## src/sv/ird_pkg.sv

```systemverilog
`default_nettype none

package ird_pkg;

  // Operand width and derived sizes
  localparam int ValueWidth    = 32;
  localparam int InWidth       = 32;
  localparam int StepBits      = 8;
  localparam int StepsPerDigit = (ValueWidth + StepBits - 1) / StepBits;
  localparam int NumWidth      = StepsPerDigit * StepBits;
  localparam int StepCntWidth  = (StepsPerDigit > 1) ? $clog2(StepsPerDigit) : 1;
  localparam int CntWidth      = $clog2(ValueWidth + 1);
  localparam int IdxWidth      = $clog2(ValueWidth);

  // Digit and register widths
  localparam int DigitWidth = 4;
  localparam int BaseWidth  = 5;
  localparam int CharWidth  = 7;

  localparam logic [BaseWidth-1:0] BaseReset = BaseWidth'(10);
  localparam logic [BaseWidth-1:0] BaseMin   = BaseWidth'(2);
  localparam logic [BaseWidth-1:0] BaseMax   = BaseWidth'(16);

  localparam logic [CharWidth-1:0] AsciiDigitOffset  = CharWidth'(48);
  localparam logic [CharWidth-1:0] AsciiLetterOffset = CharWidth'(55);

  localparam logic [NumWidth-1:0] ValueMask = {NumWidth{1'b1}} >> (NumWidth - ValueWidth);

  // Controller states
  typedef enum logic [2:0] {
    StIdle   = 3'b001,
    StDivide = 3'b010,
    StEmit   = 3'b100
  } ctrl_state_e;

  // Controller to datapath
  typedef struct packed {
    logic load;
    logic div_step;
    logic pop;
  } ctl_cmd_t;

  // Datapath to controller
  typedef struct packed {
    logic digit_done;
    logic quot_zero;
    logic stack_full;
    logic last_one;
    logic out_free;
  } ctl_status_t;

  // Remainder value to upper-case ASCII
  function automatic logic [CharWidth-1:0] digit_to_ascii(input logic [DigitWidth-1:0] d);
    logic [CharWidth-1:0] ext;
    ext = CharWidth'(d);
    if (d <= DigitWidth'(9)) begin
      return ext + AsciiDigitOffset;
    end
    return ext + AsciiLetterOffset;
  endfunction

  // Clamp a written base into two to sixteen
  function automatic logic [BaseWidth-1:0] clamp_base(input logic [BaseWidth-1:0] b);
    if (b < BaseMin) begin
      return BaseMin;
    end
    if (b > BaseMax) begin
      return BaseMax;
    end
    return b;
  endfunction

endpackage

`default_nettype wire

```

## src/sv/ird_datapath.sv

```systemverilog
`default_nettype none

module ird_datapath (
  input  wire logic                               clk_i,
  input  wire logic                               rst_ni,
  input  wire logic                               dst_base_we_i,
  input  wire logic [ird_pkg::BaseWidth-1:0]      dst_base_i,
  input  wire logic [ird_pkg::InWidth-1:0]        value_i,
  input  wire ird_pkg::ctl_cmd_t                  cmd_i,
  output ird_pkg::ctl_status_t                    status_o,
  output logic                                    out_valid_o,
  input  wire logic                               out_ready_i,
  output logic [ird_pkg::CharWidth-1:0]           digit_char_o,
  output logic                                    last_digit_o
);

  logic [ird_pkg::BaseWidth-1:0]    base_q;
  logic [ird_pkg::NumWidth-1:0]     num_q, num_d;
  logic [ird_pkg::DigitWidth-1:0]   rem_q, rem_d;
  logic [ird_pkg::StepCntWidth-1:0] step_q;
  logic [ird_pkg::CntWidth-1:0]     cnt_q;
  logic [ird_pkg::DigitWidth-1:0]   stack_q [ird_pkg::ValueWidth];
  logic                             out_valid_q;
  logic [ird_pkg::CharWidth-1:0]    char_q;
  logic                             last_q;
  logic                             digit_done;
  logic [ird_pkg::IdxWidth-1:0]     pop_idx;

  // Base register, clamped on write
  always_ff @(posedge clk_i or negedge rst_ni) begin
    if (!rst_ni) begin
      base_q <= ird_pkg::BaseReset;
    end else if (dst_base_we_i) begin
      base_q <= ird_pkg::clamp_base(dst_base_i);
    end
  end

  // One radix-2 restoring step per dividend bit, StepBits bits per cycle
  always_comb begin
    logic [ird_pkg::NumWidth-1:0]   n;
    logic [ird_pkg::DigitWidth-1:0] r;
    logic [ird_pkg::BaseWidth-1:0]  r5;
    n = num_q;
    r = rem_q;
    for (int i = 0; i < ird_pkg::StepBits; i++) begin
      r5 = {r, n[ird_pkg::NumWidth-1]};
      n  = {n[ird_pkg::NumWidth-2:0], 1'b0};
      if (r5 >= base_q) begin
        r5   = r5 - base_q;
        n[0] = 1'b1;
      end
      r = r5[ird_pkg::DigitWidth-1:0];
    end
    num_d = n;
    rem_d = r;
  end

  assign digit_done = (step_q == ird_pkg::StepCntWidth'(ird_pkg::StepsPerDigit - 1));
  assign pop_idx    = ird_pkg::IdxWidth'(cnt_q - ird_pkg::CntWidth'(1));

  // Dividend, partial remainder and step counter
  always_ff @(posedge clk_i or negedge rst_ni) begin
    if (!rst_ni) begin
      step_q <= '0;
    end else if (cmd_i.load) begin
      step_q <= '0;
    end else if (cmd_i.div_step) begin
      step_q <= digit_done ? '0 : step_q + ird_pkg::StepCntWidth'(1);
    end
  end

  always_ff @(posedge clk_i) begin
    if (cmd_i.load) begin
      num_q <= ird_pkg::NumWidth'(value_i) & ird_pkg::ValueMask;
      rem_q <= '0;
    end else if (cmd_i.div_step) begin
      num_q <= num_d;
      rem_q <= digit_done ? '0 : rem_d;
    end
  end

  // Digit stack count
  always_ff @(posedge clk_i or negedge rst_ni) begin
    if (!rst_ni) begin
      cnt_q <= '0;
    end else if (cmd_i.load) begin
      cnt_q <= '0;
    end else if (cmd_i.div_step && digit_done) begin
      cnt_q <= cnt_q + ird_pkg::CntWidth'(1);
    end else if (cmd_i.pop) begin
      cnt_q <= cnt_q - ird_pkg::CntWidth'(1);
    end
  end

  // Digit stack, least significant pushed first
  always_ff @(posedge clk_i) begin
    if (cmd_i.div_step && digit_done) begin
      stack_q[cnt_q[ird_pkg::IdxWidth-1:0]] <= rem_d;
    end
  end

  // Output register
  always_ff @(posedge clk_i or negedge rst_ni) begin
    if (!rst_ni) begin
      out_valid_q <= 1'b0;
    end else if (cmd_i.pop) begin
      out_valid_q <= 1'b1;
    end else if (out_ready_i) begin
      out_valid_q <= 1'b0;
    end
  end

  always_ff @(posedge clk_i) begin
    if (cmd_i.pop) begin
      char_q <= ird_pkg::digit_to_ascii(stack_q[pop_idx]);
      last_q <= (cnt_q == ird_pkg::CntWidth'(1));
    end
  end

  // Status
  assign status_o.digit_done = digit_done;
  assign status_o.quot_zero  = (num_d == '0);
  assign status_o.stack_full = (cnt_q == ird_pkg::CntWidth'(ird_pkg::ValueWidth - 1));
  assign status_o.last_one   = (cnt_q == ird_pkg::CntWidth'(1));
  assign status_o.out_free   = !out_valid_q || out_ready_i;

  assign out_valid_o  = out_valid_q;
  assign digit_char_o = char_q;
  assign last_digit_o = last_q;

endmodule

`default_nettype wire

```

## src/sv/ird_ctrl.sv

```systemverilog
`default_nettype none

module ird_ctrl (
  input  wire logic                  clk_i,
  input  wire logic                  rst_ni,
  input  wire logic                  in_valid_i,
  output logic                       in_ready_o,
  input  wire ird_pkg::ctl_status_t  status_i,
  output ird_pkg::ctl_cmd_t          cmd_o
);

  ird_pkg::ctrl_state_e state_q, state_d;

  always_ff @(posedge clk_i or negedge rst_ni) begin
    if (!rst_ni) begin
      state_q <= ird_pkg::StIdle;
    end else begin
      state_q <= state_d;
    end
  end

  // Next state and commands
  always_comb begin
    state_d          = state_q;
    in_ready_o       = 1'b0;
    cmd_o.load       = 1'b0;
    cmd_o.div_step   = 1'b0;
    cmd_o.pop        = 1'b0;
    unique case (state_q)
      ird_pkg::StIdle: begin
        in_ready_o = 1'b1;
        if (in_valid_i) begin
          cmd_o.load = 1'b1;
          state_d    = ird_pkg::StDivide;
        end
      end
      ird_pkg::StDivide: begin
        cmd_o.div_step = 1'b1;
        if (status_i.digit_done && (status_i.quot_zero || status_i.stack_full)) begin
          state_d = ird_pkg::StEmit;
        end
      end
      ird_pkg::StEmit: begin
        if (status_i.out_free) begin
          cmd_o.pop = 1'b1;
          if (status_i.last_one) begin
            state_d = ird_pkg::StIdle;
          end
        end
      end
      default: begin
        state_d = ird_pkg::StIdle;
      end
    endcase
  end

endmodule

`default_nettype wire

```

## src/sv/integer_to_radix_digits_core.sv

```systemverilog
// Converts an unsigned integer into ASCII digits of a programmable radix.
// Input channel: value_i with in_valid_i / in_ready_o; a transfer takes one
// value. Output channel: digit_char_o and last_digit_o with out_valid_o /
// out_ready_i; one transfer per digit, most significant first, last_digit_o
// set on the least significant digit. Zero gives the single digit '0'.
// Radix: dst_base_i written on dst_base_we_i, clamped to 2..16, reset 10;
// write it only while no conversion is in flight.
// Sequence: one value at a time. After the input transfer, each digit is
// computed in the shared divider (8 quotient bits per cycle over a 32-bit
// dividend) and pushed on the digit stack; the digits are then popped
// from the digit stack into the output register. in_ready_o rises once
// the last digit is popped, so the next value overlaps the final output
// transfer.
// A stalled receiver holds the output register and pauses the stack pops.
// Reset clears the controller, the output valid and sets the radix to 10.
`default_nettype none

module integer_to_radix_digits_core (
  input  wire logic                          clk_i,
  input  wire logic                          rst_ni,
  input  wire logic                          dst_base_we_i,
  input  wire logic [ird_pkg::BaseWidth-1:0] dst_base_i,
  input  wire logic                          in_valid_i,
  output logic                               in_ready_o,
  input  wire logic [ird_pkg::InWidth-1:0]   value_i,
  output logic                               out_valid_o,
  input  wire logic                          out_ready_i,
  output logic [ird_pkg::CharWidth-1:0]      digit_char_o,
  output logic                               last_digit_o
);

  ird_pkg::ctl_cmd_t    cmd;
  ird_pkg::ctl_status_t status;

  ird_ctrl u_ctrl (
    .clk_i      (clk_i),
    .rst_ni     (rst_ni),
    .in_valid_i (in_valid_i),
    .in_ready_o (in_ready_o),
    .status_i   (status),
    .cmd_o      (cmd)
  );

  ird_datapath u_datapath (
    .clk_i         (clk_i),
    .rst_ni        (rst_ni),
    .dst_base_we_i (dst_base_we_i),
    .dst_base_i    (dst_base_i),
    .value_i       (value_i),
    .cmd_i         (cmd),
    .status_o      (status),
    .out_valid_o   (out_valid_o),
    .out_ready_i   (out_ready_i),
    .digit_char_o  (digit_char_o),
    .last_digit_o  (last_digit_o)
  );

endmodule

`default_nettype wire
```

## config.mk

```make
export PLATFORM = sky130hd
export DESIGN_NAME = integer_to_radix_digits_core
export DESIGN_NICKNAME = d
export VERILOG_FILES = /design/src/sv/ird_pkg.sv /design/src/sv/ird_datapath.sv /design/src/sv/ird_ctrl.sv /design/src/sv/integer_to_radix_digits_core.sv
export SDC_FILE = /design/constraint.sdc
export NUM_CORES = 1
export LEC_CHECK = 0
export BUFFER_PORTS_ARGS = -buffer_cell sky130_fd_sc_hd__buf_2
export CELL_PAD_IN_SITES_DETAIL_PLACEMENT = 1
export CELL_PAD_IN_SITES_GLOBAL_PLACEMENT = 1
export CORE_ASPECT_RATIO = 1.5
export CORE_MARGIN = 2
export CORE_UTILIZATION = 50
export CTS_BUF_LIST = sky130_fd_sc_hd__clkbuf_4 sky130_fd_sc_hd__clkbuf_8
export DETAILED_ROUTE_END_ITERATION = 8
export GPL_ROUTABILITY_DRIVEN = 0
export PLACE_DENSITY_LB_ADDON = 0.1
export SLEW_MARGIN = 0
export SYNTH_ARGS = -nofsm -noshare
export SYNTH_HDL_FRONTEND = slang
export SYNTH_SLANG_ARGS = --single-unit
```

## constraint.sdc

```tcl
create_clock -name clk_i -period 24.5 [get_ports clk_i]
set_input_delay 2.45 -clock clk_i [delete_from_list [all_inputs] [get_ports clk_i]]
set_output_delay 2.45 -clock clk_i [all_outputs]
set_load 0.02 [all_outputs]
```

-- After elaboration in Yosys (flattened, before gate mapping)
Memories as Yosys holds them, arrays and structs flattened.
Index checks and enable logic that the tools add are counted.
- output and inout port bits: 10
- input port bits: 42
- bits in writable memories: 128
- logic and storage cells: 107
- register bits after elaboration: 61
- memories kept: 1
- $add $sub $neg: 13
- $lt $le $gt $ge: 11
- multiplexer cells: 53
- reductions and logical operators: 10
- eq/ne operators: 10
- memory list (name ; words ; bits a word ; read ports ; clocked after Yosys merged registers in ; write ports ; RTL line ; RTL):
    u_datapath.stack_q ; 32 ; 4 ; 1 ; 0 ; 1 ; ird_datapath.sv:22 ; logic [ird_pkg::DigitWidth-1:0] stack_q [ird_pkg::ValueWidth];
- operators by type and width (kind ; number):
    two-way mux 32 bit ; 2
    greater-or-equal comparator 5 bit ; 8
    two-way mux 4 bit ; 9
    logical NOT 32 bit ; 1
    subtractor 4 bit ; 8
    two-way mux 1 bit ; 25
    two-way mux 5 bit ; 4
    two-way mux 6 bit ; 3
    adder 4 x 6 -> 7 bit (second input constant) ; 2
    two-way mux 7 bit ; 2
    two-way mux 3 bit ; 4
    case mux 3 bit (3 select lines) ; 1
    adder 6 x 1 -> 6 bit (second input constant) ; 1
    == test 6 x 1 -> 1 bit (second input constant) ; 1
    == test 6 x 5 -> 1 bit (second input constant) ; 1
    two-way mux 2 bit ; 3
    inequality test 2 bit (second input constant) ; 3
    subtractor 6 x 1 -> 6 bit (second input constant) ; 1
    greater-than comparator 5 bit (second input constant) ; 1
    < comparator 5 x 2 -> 1 bit (second input constant) ; 1
    less-or-equal comparator 4 bit (second input constant) ; 1
    AND reduction 4 bit ; 1
    nonzero test 2 bit ; 2
    == test 3 x 1 -> 1 bit (second input constant) ; 1
    other kinds (9) ; 11

-- Longest topological paths before layout
Gate-level depths: netlist of the first run.
- word-level depth: 21
- mapped depth: 52

-- Cells and area by module
From an unflattened synthesis of the first run, not the netlist that was laid out.
- cell total of the unflattened synthesis: 681
- area, all modules: 9710.6 um2
- modules (own cells, without submodules) (module ; times used ; area each (um2) ; sequential area each (um2) ; cells each):
    ird_datapath ; 1 ; 9551.7 ; 5477.8 ; 666
    ird_ctrl ; 1 ; 158.9 ; 76.3 ; 15

-- Worst setup path after synthesis of the first run
OpenSTA, ideal clock, no wires.
- path type: register -> register
- start point: register u_datapath.base_q[1] in the netlist's numbering
- end point: memory u_datapath.stack_q[0][1] in the netlist's numbering, data pin
- cell stages (with the launch flop): 46
- buffers on the path: 2
- required time: 24.108 ns
- clock period less this slack: 11.653 ns
- data arrival time: 11.261 ns
- setup time: 0.392 ns
- setup slack: 12.847 ns
- cell sequence: dfstp_2 > inv_1 > ha_1 > a21o_1 > a21oi_1 > o21ai_1 > mux2_2 > ha_1 > a21oi_1 > o21ai_1 > mux2_2 > ha_1 > nand2_1 > o21ai_1 > mux2i_1 > ha_1 > a21o_1 > a21oi_1 > (+10 left out) > ha_1 > a21o_1 > a21oi_1 > o21ai_1 > mux2_2 > inv_1 > ha_1 > a21o_1 > a21oi_1 > o21ai_1 > mux2_2 > inv_1 > ha_1 > a21o_1 > a21oi_1 > o21ai_0 > clkbuf_1 > mux2i_1
- cells in the longest elaborated chain, start to end: 16
- elaborated cells between the ends (all ways): 24
- classes of those cells: 8 x add/sub; 8 x order compare; 8 x mux
- ends and longest elaborated chain (element ; RTL line ; RTL):
    from (decl) ; ird_datapath.sv:17 ; logic [ird_pkg::BaseWidth-1:0] base_q;
    from (signal assigned) ; ird_datapath.sv:32 ; base_q <= ird_pkg::BaseReset;
    from (signal assigned) ; ird_datapath.sv:34 ; base_q <= ird_pkg::clamp_base(dst_base_i);
    subtractor 4 bit or greater-or-equal comparator 5 bit (tied branches) ; ird_datapath.sv:49, ird_datapath.sv:48 ;
    two-way mux 4 bit ; ird_datapath.sv:48 ; if (r5 >= base_q) begin
    subtractor 4 bit or greater-or-equal comparator 5 bit (tied branches) ; ird_datapath.sv:49, ird_datapath.sv:48 ;
    two-way mux 4 bit ; ird_datapath.sv:48 ;
    subtractor 4 bit or greater-or-equal comparator 5 bit (tied branches) ; ird_datapath.sv:49, ird_datapath.sv:48 ;
    two-way mux 4 bit ; ird_datapath.sv:48 ;
    greater-or-equal comparator 5 bit or subtractor 4 bit (tied branches) ; ird_datapath.sv:48, ird_datapath.sv:49 ;
    two-way mux 4 bit ; ird_datapath.sv:48 ;
    subtractor 4 bit or greater-or-equal comparator 5 bit (tied branches) ; ird_datapath.sv:49, ird_datapath.sv:48 ;
    two-way mux 4 bit ; ird_datapath.sv:48 ;
    subtractor 4 bit or greater-or-equal comparator 5 bit (tied branches) ; ird_datapath.sv:49, ird_datapath.sv:48 ;
    two-way mux 4 bit ; ird_datapath.sv:48 ;
    greater-or-equal comparator 5 bit or subtractor 4 bit (tied branches) ; ird_datapath.sv:48, ird_datapath.sv:49 ;
    two-way mux 4 bit ; ird_datapath.sv:48 ;
    subtractor 4 bit or greater-or-equal comparator 5 bit (tied branches) ; ird_datapath.sv:49, ird_datapath.sv:48 ;
    two-way mux 4 bit (*) ; ird_datapath.sv:48 ;
    named net u_datapath.rem_d (one bit) ; ird_datapath.sv:19 ; logic [ird_pkg::DigitWidth-1:0] rem_q, rem_d;
    to (decl) ; ird_datapath.sv:22 ;
The timed path passes the listed nets; every way through them passes the cells marked *.

-- Final worst setup path of the first run
- start point: register u_datapath.base_q[1] in the netlist's numbering
- end point: memory u_datapath.stack_q[18][2] in the netlist's numbering, data pin
The elaborated chain is that of the path after synthesis.

==> results of run 1 <==
## worst max-delay path: cells and delay by family, from the launching register on
| family | cells | cell delay, ns |
|---|---|---|
| flops | 1 | 0.72 |
| compound gates | 26 | 5.84 |
| mux | 6 | 2.47 |
| fa+ha+maj | 8 | 2.43 |
| simple gates | 2 | 0.59 |
| buf+inv | 6 | 1.17 |
## worst paths after layout
| kind | end | slack (ns) |
|---|---|---|
| max reg2reg | u_datapath.stack_q[18][2]$_DFFE_PP_ | 11.02 |
| max in group asynchronous | u_datapath.base_q[1]$_DFFE_PN1P_ | 22.27 |
| min | u_datapath.out_valid_o$_DFFE_PN0P_ | 0.53 |
| min reg2reg | u_datapath.out_valid_o$_DFFE_PN0P_ | 0.53 |
| max | u_datapath.stack_q[18][2]$_DFFE_PP_ | 11.02 |
| min in group asynchronous | u_ctrl.state_q[2]$_DFFE_PN0P_ | 1.89 |
## placed cells by master (no fill, tap or decap), types with 33 or more instances in the layout
cell / instances
edfxtp_1: 168
nor2_1: 53
buf_2: 51
ha_1: 47
mux2_2: 42
mux4_2: 40
inv_1: 39
a21oi_1: 37
nand2_1: 33
## state kept, by name, indices dropped and copies added (netlist names)
| register | count |
|---|---|
| u_datapath.num_q | 32 |
| u_ctrl.state_q | 3 |
| u_datapath.base_q | 5 |
| u_datapath.cnt_q | 6 |
| u_datapath.last_digit_o | 1 |
| u_datapath.stack_q | 128 |
| u_datapath.step_q | 2 |
| u_datapath.digit_char_o | 7 |
| u_datapath.rem_q | 4 |
| u_datapath.out_valid_o | 1 |
## cells by family after synthesis
| group | count (synthesis) | synth area share, % |
|---|---|---|
| buf+inv | 59 | 2.580 |
| compound gates | 94 | 6.060 |
| xor+xnor | 24 | 2.541 |
| flops | 189 | 57.85 |
| mux | 96 | 16.03 |
| simple gates | 138 | 7.012 |
| fa+ha+maj | 56 | 7.924 |
## layout make-up
type	count	area [µm²]
clock buffer	18	241.5
clock inverter	14	142.6
fill	1842	8468
inverter	39	146.4
multi-input combinational	408	3824
sequential	189	5555
tap	256	320.3
timing repair buffer	58	307.8
## metal layers
layer	share of wire [%]	wire [µm]	GRT usage (%)
met5	0	0	0
met4	2.2	506	7.843
met3	2.0	454	3.392
met2	60	13460	46.22
met1	36	8074	25.26
## per-stage QoR
stage	area, µm²	cells
2_1_floorplan	9600	656
3_3_place_gp	10150	950
3_5_place_dp	10150	950
4_1_cts	10530	982
5_1_grt	10540	982
6_report	10540	982
==> reports/qor.yml, run 1 <==
drc: 0
clk_pin_slew_ns: 0.10
synth_area_leaders: "edfxtp_1 (53%), mux4_2 (9.4%), ha_1 (6.3%)"
place_hpwl_um: 16320
via_per_inst: 5.677
whs_ns: 0.5315
tightest_slew_ns: 0.9604
synth_cells: 656
crit_path_end_kind: "flop"
synth_area_mm2: 0.009600
synth_top_area_share_pct: 52.55
synth_edf_count: 168
clkLatencyLatePin_ns: 0.48
avgRoutedWirePerCell_um: 22.91
maxCapViolations: 0
r2r_cells: 48
cts_sinks: 189
die_h_um: 173.7
drive_above_1_share_pct: 26.72
postCtsHoldBufs: 0
fin_ws_ns: 11.02
synthFlopType: "edfxtp_1"
grt_first_pass_wirelength_um: 35440
min_period_ns: 13.48
fin_tns_setup_ns: 0
cpMostUsedCell: "a21o_1"
dieArea_mm2: 0.02035
fin_crit_sh_pct: 55.02
synth_most_common_cell: "edfxtp_1"
status: "finished clean"
slew_violations: 0
dp_slack_ns: 10.71
cts_buffer_depth: 2
ys.warnings.count: 0
min-delay-start: "u_datapath.out_valid_o$_DFFE_PN0P_"
setup_viol: 0
cts.repair.resized: 0
startpoint: "u_datapath.base_q[1]$_DFFE_PN1P_"
antenna_found_initial: 0
fmax_mhz: 74.18
cp_data_arrival_time_ns: 13.74
ys_ff_latch: 189
hold_viol: 0
die_w_um: 117.1
start_util_pct: 50.51
yosys.area.top_type: "edfxtp_1"
synthToLayoutAreaGrowth_pct: 9.761
grt_max_degree: 41
post-route-util_pct: 55.44
slew_headroom_pct: 35.30
grt_overflow: 0
hold_depth: 2
path_max_fanout: 33
nets: 811
async_flop_share_pct: 8.995
rsz0062_at_grt: "false"
finalClockSkew_ns: 0.01375
crit_required_ns: 24.76
antennaDiodeCount: 0
num_vias: 5575
postCtsSetupRepairBufs: 0
syn_avg_cell_area_um2: 14.63
cp-start-kind: "flop"
yosys-top-cells-count: "edfxtp_1 (168), nor2_1 (54), ha_1 (48)"
rr_startpoint: "u_datapath.base_q[1]$_DFFE_PN1P_"
tritoncts: "built"
cts_buffers: 17
crit_type: "flop to flop"
firstDrtPassIters: 6
grt_pass1_vias: 6287
post_synth_num_cell_types: 52
clockRootBuffer: "clkbuf_8"
synth_seq_area_share_pct: 57.85
core_mm2: 0.01901
numPortBuffers: 51
io-pin-count: 52
track_usage_pct: 23.77
hold_class: "flop to flop"
totalWireLength_um: 22490
worst_path_max_delay_cell: "dfstp_2"
syn-num-nets: 754
drtIter0Drc: 412
rows: 62
antenna_left: 0
cts_max_level: 4
slowest_delay_ns: 0.72
Power of run 1 is left out: the tool's default activity adds up to more than one toggle a clock period on the data nets, which glitch-free logic cannot reach.
==> inputs of run 2 (changes only) <==
CORE_UTILIZATION = 48   (was 50)
clock period = 11 ns   (was 24.5 ns; I/O delays follow)
==> reports/qor.yml, run 2 (same netlist as run 1, synthesis figures left out) <==
status: "finished clean"
r2r-end: "u_datapath.rem_q[2]$_SDFFE_PP0P_"
place_hpwl_um: 17100  # +4.8%
tritoncts: "built"
worst_path_max_delay_cell: "or3b_2"
path_max_fanout: 17  # -48%
maxCapViolations: 0  # unchanged
cts_buffers: 17  # unchanged
rows: 63  # +1.6%
avgRoutedWirePerCell_um: 22.86  # -0.22%
rr_startpoint: "u_datapath.base_q[0]$_DFFE_PN0P_"
totalWireLength_um: 22990  # +2.2%
hold_viol: 0  # unchanged
slowest_delay_ns: 0.44  # -0.28 ns
drtIter0Drc: 305  # -26%
grt_pass1_vias: 6317  # +0.48%
die_w_um: 119.5  # +2.0%
fin_crit_sh_pct: 95.37  # +40 points
startpoint: "u_datapath.base_q[0]$_DFFE_PN0P_"
nets: 831  # +2.5%
grt_max_degree: 41  # unchanged
cts_sinks: 189  # unchanged
synthToLayoutAreaGrowth_pct: 12.67
drive_above_1_share_pct: 30.56  # +3.8 points
antenna_found_initial: 0  # unchanged
antennaDiodeCount: 0  # unchanged
grt_overflow: 0  # unchanged
tightest_slew_ns: 0.7625  # -0.1979 ns
final_cell_mix: "edfxtp_1 (168), nor2_1 (53), buf_2 (51)"
die_h_um: 177.2  # +2.0%
cp-start-kind: "flop"
largest_reg_flops: 128  # unchanged
io-pin-count: 52  # unchanged
slew_violations: 0  # unchanged
numPortBuffers: 51  # unchanged
multi_input_area_mm2: 0.003931  # +2.8%
clkLatencyLatePin_ns: 0.47  # about the same
drc: 0  # unchanged
finalClockSkew_ns: 0.01240  # -0.001352 ns
antenna_left: 0  # unchanged
core_mm2: 0.01971  # +3.7%
crit_path_end_kind: "flop"
min_period_ns: 10.49  # -2.989 ns
firstDrtPassIters: 4  # -2
whs_ns: 0.5392  # +0.007749 ns
crit_required_ns: 11.41  # -13.35 ns
grt_first_pass_wirelength_um: 35540  # +0.29%
fillers: 1957  # +6.2%
regArea_mm2: 0.005555  # unchanged
postCtsHoldBufs: 0  # unchanged
start_util_pct: 48.72  # -1.8 points
r2r_cells: 48  # unchanged
clockRootBuffer: "clkbuf_8"
cts_buffer_depth: 2  # unchanged
setup_viol: 0  # unchanged
via_per_inst: 5.714  # +0.64%
num_vias: 5748  # +3.1%
cp_data_arrival_time_ns: 10.90  # -2.84 ns
crit_type: "flop to flop"
worst-path-stages: 48  # unchanged
track_usage_pct: 22.85  # -0.92 points
hold_class: "flop to flop"
fmax_mhz: 95.32  # +28%
cp_top_family: "compound AO/OA/AOI/OAI gates"
worst-path-buf-inv: 8  # +2
dieArea_mm2: 0.02117  # +4.0%
reg2reg_slack_ns: 0.51  # -10.51 ns
cts_max_level: 4  # unchanged
fin_tns_setup_ns: 0  # unchanged
final_common_cell: "edfxtp_1"
cpMostUsedCell: "ha_1"
clk_pin_slew_ns: 0.09  # about the same
slew_headroom_pct: 48.92  # +14 points
endpoint: "u_datapath.rem_q[2]$_SDFFE_PP0P_"
run 2: worst min-delay path, stage by stage (launching register included):
cell and delay [ns]:
dfrtp_1 0.39, nand2_1 0.06, a21oi_1 0.05
run 2: area by class of cell:
type                            count  share of cell area [%]
Timing Repair Buffer               77                   4.268
Multi-Input combinational cell    409                   36.34
Sequential cell                   189                   51.36
Inverter                           39                   1.353
Clock buffer                       19                   2.302
Tap cell                          260                   3.008
Clock inverter                     13                   1.365
run 2: worst min-delay path by stage:
stage                                                start                                  to  slack, ns  depth (start not counted)
final                     u_datapath.step_q[1]$_DFFE_PN0P_    u_datapath.step_q[1]$_DFFE_PN0P_       0.54                          2
after global routing                                rst_ni  u_datapath.out_valid_o$_DFFE_PN0P_       0.56                          1
after CTS                 u_datapath.step_q[1]$_DFFE_PN0P_    u_datapath.step_q[1]$_DFFE_PN0P_       0.54                          2
after detailed placement  u_datapath.rem_q[3]$_SDFFE_PP0P_    u_datapath.rem_q[3]$_SDFFE_PP0P_       0.52                          2
after global placement    u_datapath.rem_q[3]$_SDFFE_PP0P_    u_datapath.rem_q[3]$_SDFFE_PP0P_       0.49                          2
after floorplan           u_datapath.rem_q[3]$_SDFFE_PP0P_    u_datapath.rem_q[3]$_SDFFE_PP0P_       0.45                          2
run 2: timing repair:
| item | CTS | global route |
|---|---|---|
| setup buffers | 0 | 4 |
| resized for setup | 0 | 21 |
| setup endpoints to repair | 0 | 133 |
run 2: layer usage:
layer / GRT usage, % / up-vias / part of all wire [%]
met5: 0 / - / 0
met1: 23.68 / 2936 / 35
met2: 44.55 / 115 / 59
li1: - / 2652 / -
met4: 9.902 / 0 / 3.3
met3: 3.834 / 45 / 2.3
run 2: per-stage QoR:
| stage | setup slack (ns) | utilization (%) | instance area, µm² | cells |
|---|---|---|---|---|
| global route | -0.09869 | 54.89 | 10820 | 1006 |
| detailed placement | 0.1626 | 52.16 | 10280 | 968 |
| global placement | 0.6323 | 52.16 | 10280 | 968 |
| finish | 0.5093 | 54.89 | 10820 | 1006 |
| CTS | 0.1514 | 54.17 | 10680 | 1000 |
| floorplan | 0.006843 | - | 9627 | 656 |
Power of run 2 is left out for the same reason.
==> inputs of run 3 (changes only) <==
CORE_UTILIZATION = 30   (was 48)
==> reports/qor.yml, run 3 (same netlist as run 1, synthesis figures left out) <==
status: "finished clean"
numPortBuffers: 51  # unchanged
cp_data_arrival_time_ns: 10.61  # -0.29 ns
drtIter0Drc: 286  # -6.2%
crit_type: "flop to flop"
io-pin-count: 52  # unchanged
die_w_um: 150.1  # +26%
final_common_cell: "edfxtp_1"
r2r_cells: 45  # -6.3%
totalWireLength_um: 24780  # +7.8%
met2_length_um: 15050  # +10%
postCtsHoldBufs: 0  # unchanged
grt_overflow: 0  # unchanged
path_max_fanout: 9  # -8
drc: 0  # unchanged
antennaDiodeCount: 0  # unchanged
die_h_um: 223.1  # +26%
tritoncts: "built"
slew_headroom_pct: 45.38  # -3.5 points
place_hpwl_um: 18350  # +7.3%
drive_above_1_share_pct: 30.71  # +0.14 points
core_mm2: 0.03163  # +61%
fmax_mhz: 97.30  # +2.1%
worst_path_max_delay_cell: "dfstp_2"
cts_sinks: 189  # unchanged
fin_crit_sh_pct: 93.43  # -1.9 points
clk_pin_slew_ns: 0.10  # about the same
nets: 834  # +0.36%
cts_max_level: 4  # unchanged
startpoint: "u_datapath.base_q[1]$_DFFE_PN1P_"
rsz0062_at_grt: "false"
r2r-end: "u_datapath.stack_q[27][2]$_DFFE_PP_"
clockRootBuffer: "clkbuf_8"
cts_buffers: 17  # unchanged
hold_viol: 0  # unchanged
top_layer_used: "met4"
endpoint: "u_datapath.stack_q[27][2]$_DFFE_PP_"
maxCapViolations: 0  # unchanged
antenna_found_initial: 0  # unchanged
slowest_delay_ns: 0.54  # +0.10 ns
grt_first_pass_wirelength_um: 37790  # +6.3%
rows: 80  # +27%
cpMostUsedCell: "ha_1"
antenna_left: 0  # unchanged
avgRoutedWirePerCell_um: 21.38  # -6.4%
clkLatencyLatePin_ns: 0.49  # +0.02 ns
rr_startpoint: "u_datapath.base_q[1]$_DFFE_PN1P_"
crit_path_end_kind: "flop"
track_usage_pct: 15.56  # -7.3 points
synthToLayoutAreaGrowth_pct: 14.52
finalClockSkew_ns: 0.01530  # +0.002900 ns
slew_violations: 0  # unchanged
wl_met1_um: 8844  # +9.5%
dieArea_mm2: 0.03348  # +58%
min_period_ns: 10.28  # -0.2136 ns
tightest_slew_ns: 0.8154  # +0.05283 ns
largest_reg_flops: 128  # unchanged
firstDrtPassIters: 4  # unchanged
fin_tns_setup_ns: 0  # unchanged
setup_viol: 0  # unchanged
crit_required_ns: 11.34  # -0.07 ns
wl_met3_um: 502  # -5.1%
via_per_inst: 4.837  # -15%
final_cell_mix: "edfxtp_1 (168), nor2_1 (53), buf_2 (51)"
reg2reg_slack_ns: 0.72  # +0.21 ns
num_vias: 5606  # -2.5%
cts_buffer_depth: 2  # unchanged
start_util_pct: 30.35  # -18 points
cp-start-kind: "flop"
grt_max_degree: 42  # +2.4%
hold_class: "flop to flop"
grt_pass1_vias: 6337  # +0.32%
==> run 3: changes by cell type in the layout (fill, tap and decap cells not counted), moves of 2 or more <==
cell,delta
a21oi_2,-3
clkinvlp_4,-3
o21ai_2,+2
o21ai_4,-2
buf_6,-2
inv_8,+2
a21oi_1,+2
inv_6,+4
buf_4,+4
==> run 3: critical path: cells and delay by family (launching register included) <==
family | cells | cell delay, ns
compound gates | 18 | 3.13
fa+ha+maj | 8 | 2.32
buf+inv | 8 | 1.00
flops | 1 | 0.54
mux | 7 | 2.44
simple gates | 4 | 0.69
==> run 3: how the worst min path moves through the flow <==
stage | start | endpoint | depth (start not counted)
after floorplan | u_datapath.rem_q[3]$_SDFFE_PP0P_ | u_datapath.rem_q[3]$_SDFFE_PP0P_ | 2
after global placement | u_datapath.out_valid_o$_DFFE_PN0P_ | u_datapath.out_valid_o$_DFFE_PN0P_ | 2
after detailed placement | u_datapath.out_valid_o$_DFFE_PN0P_ | u_datapath.out_valid_o$_DFFE_PN0P_ | 2
after CTS | rst_ni | u_datapath.base_q[0]$_DFFE_PN0P_ | 1
after global routing | rst_ni | u_ctrl.state_q[2]$_DFFE_PN0P_ | 1
final | u_datapath.out_valid_o$_DFFE_PN0P_ | u_datapath.out_valid_o$_DFFE_PN0P_ | 2
==> run 3: final cells by class <==
type | instances | area [µm²]
fill | 3387 | 20640
multi-input combinational | 408 | 3897
clock buffer | 17 | 234.0
clock inverter | 15 | 157.7
inverter | 39 | 146.4
tap | 410 | 513.0
timing repair buffer | 81 | 490.5
sequential | 189 | 5555
==> run 3: routing by layer <==
metal  GRT usage (%)  vias up
met5               0        -
met4           4.169        0
met3           3.272       18
met2           31.36       75
met1           15.62     2858
li1                -     2655
==> run 3: repair_timing <==
| item | in CTS | in global routing |
|---|---|---|
| resized for setup | 0 | 17 |
| endpoints found under the setup margin | 0 | 135 |
| setup buffers | 0 | 4 |
==> run 3: per-stage QoR <==
stage / cell area [µm²] / hold slack [ns] / util [%] / instances / worst slack, ns
floorplan: 9627 / 0.4485 / - / 656 / 0.006843
global placement: 10490 / 0.5025 / 33.15 / 1121 / 0.5782
detailed placement: 10490 / 0.5161 / 33.15 / 1121 / 0.2294
CTS: 10880 / 0.5088 / 34.39 / 1153 / 0.1833
global route: 10990 / 0.5160 / 34.76 / 1159 / 0.01641
finish: 10990 / 0.5321 / 34.76 / 1159 / 0.7229
Power of run 3 is left out for the same reason.
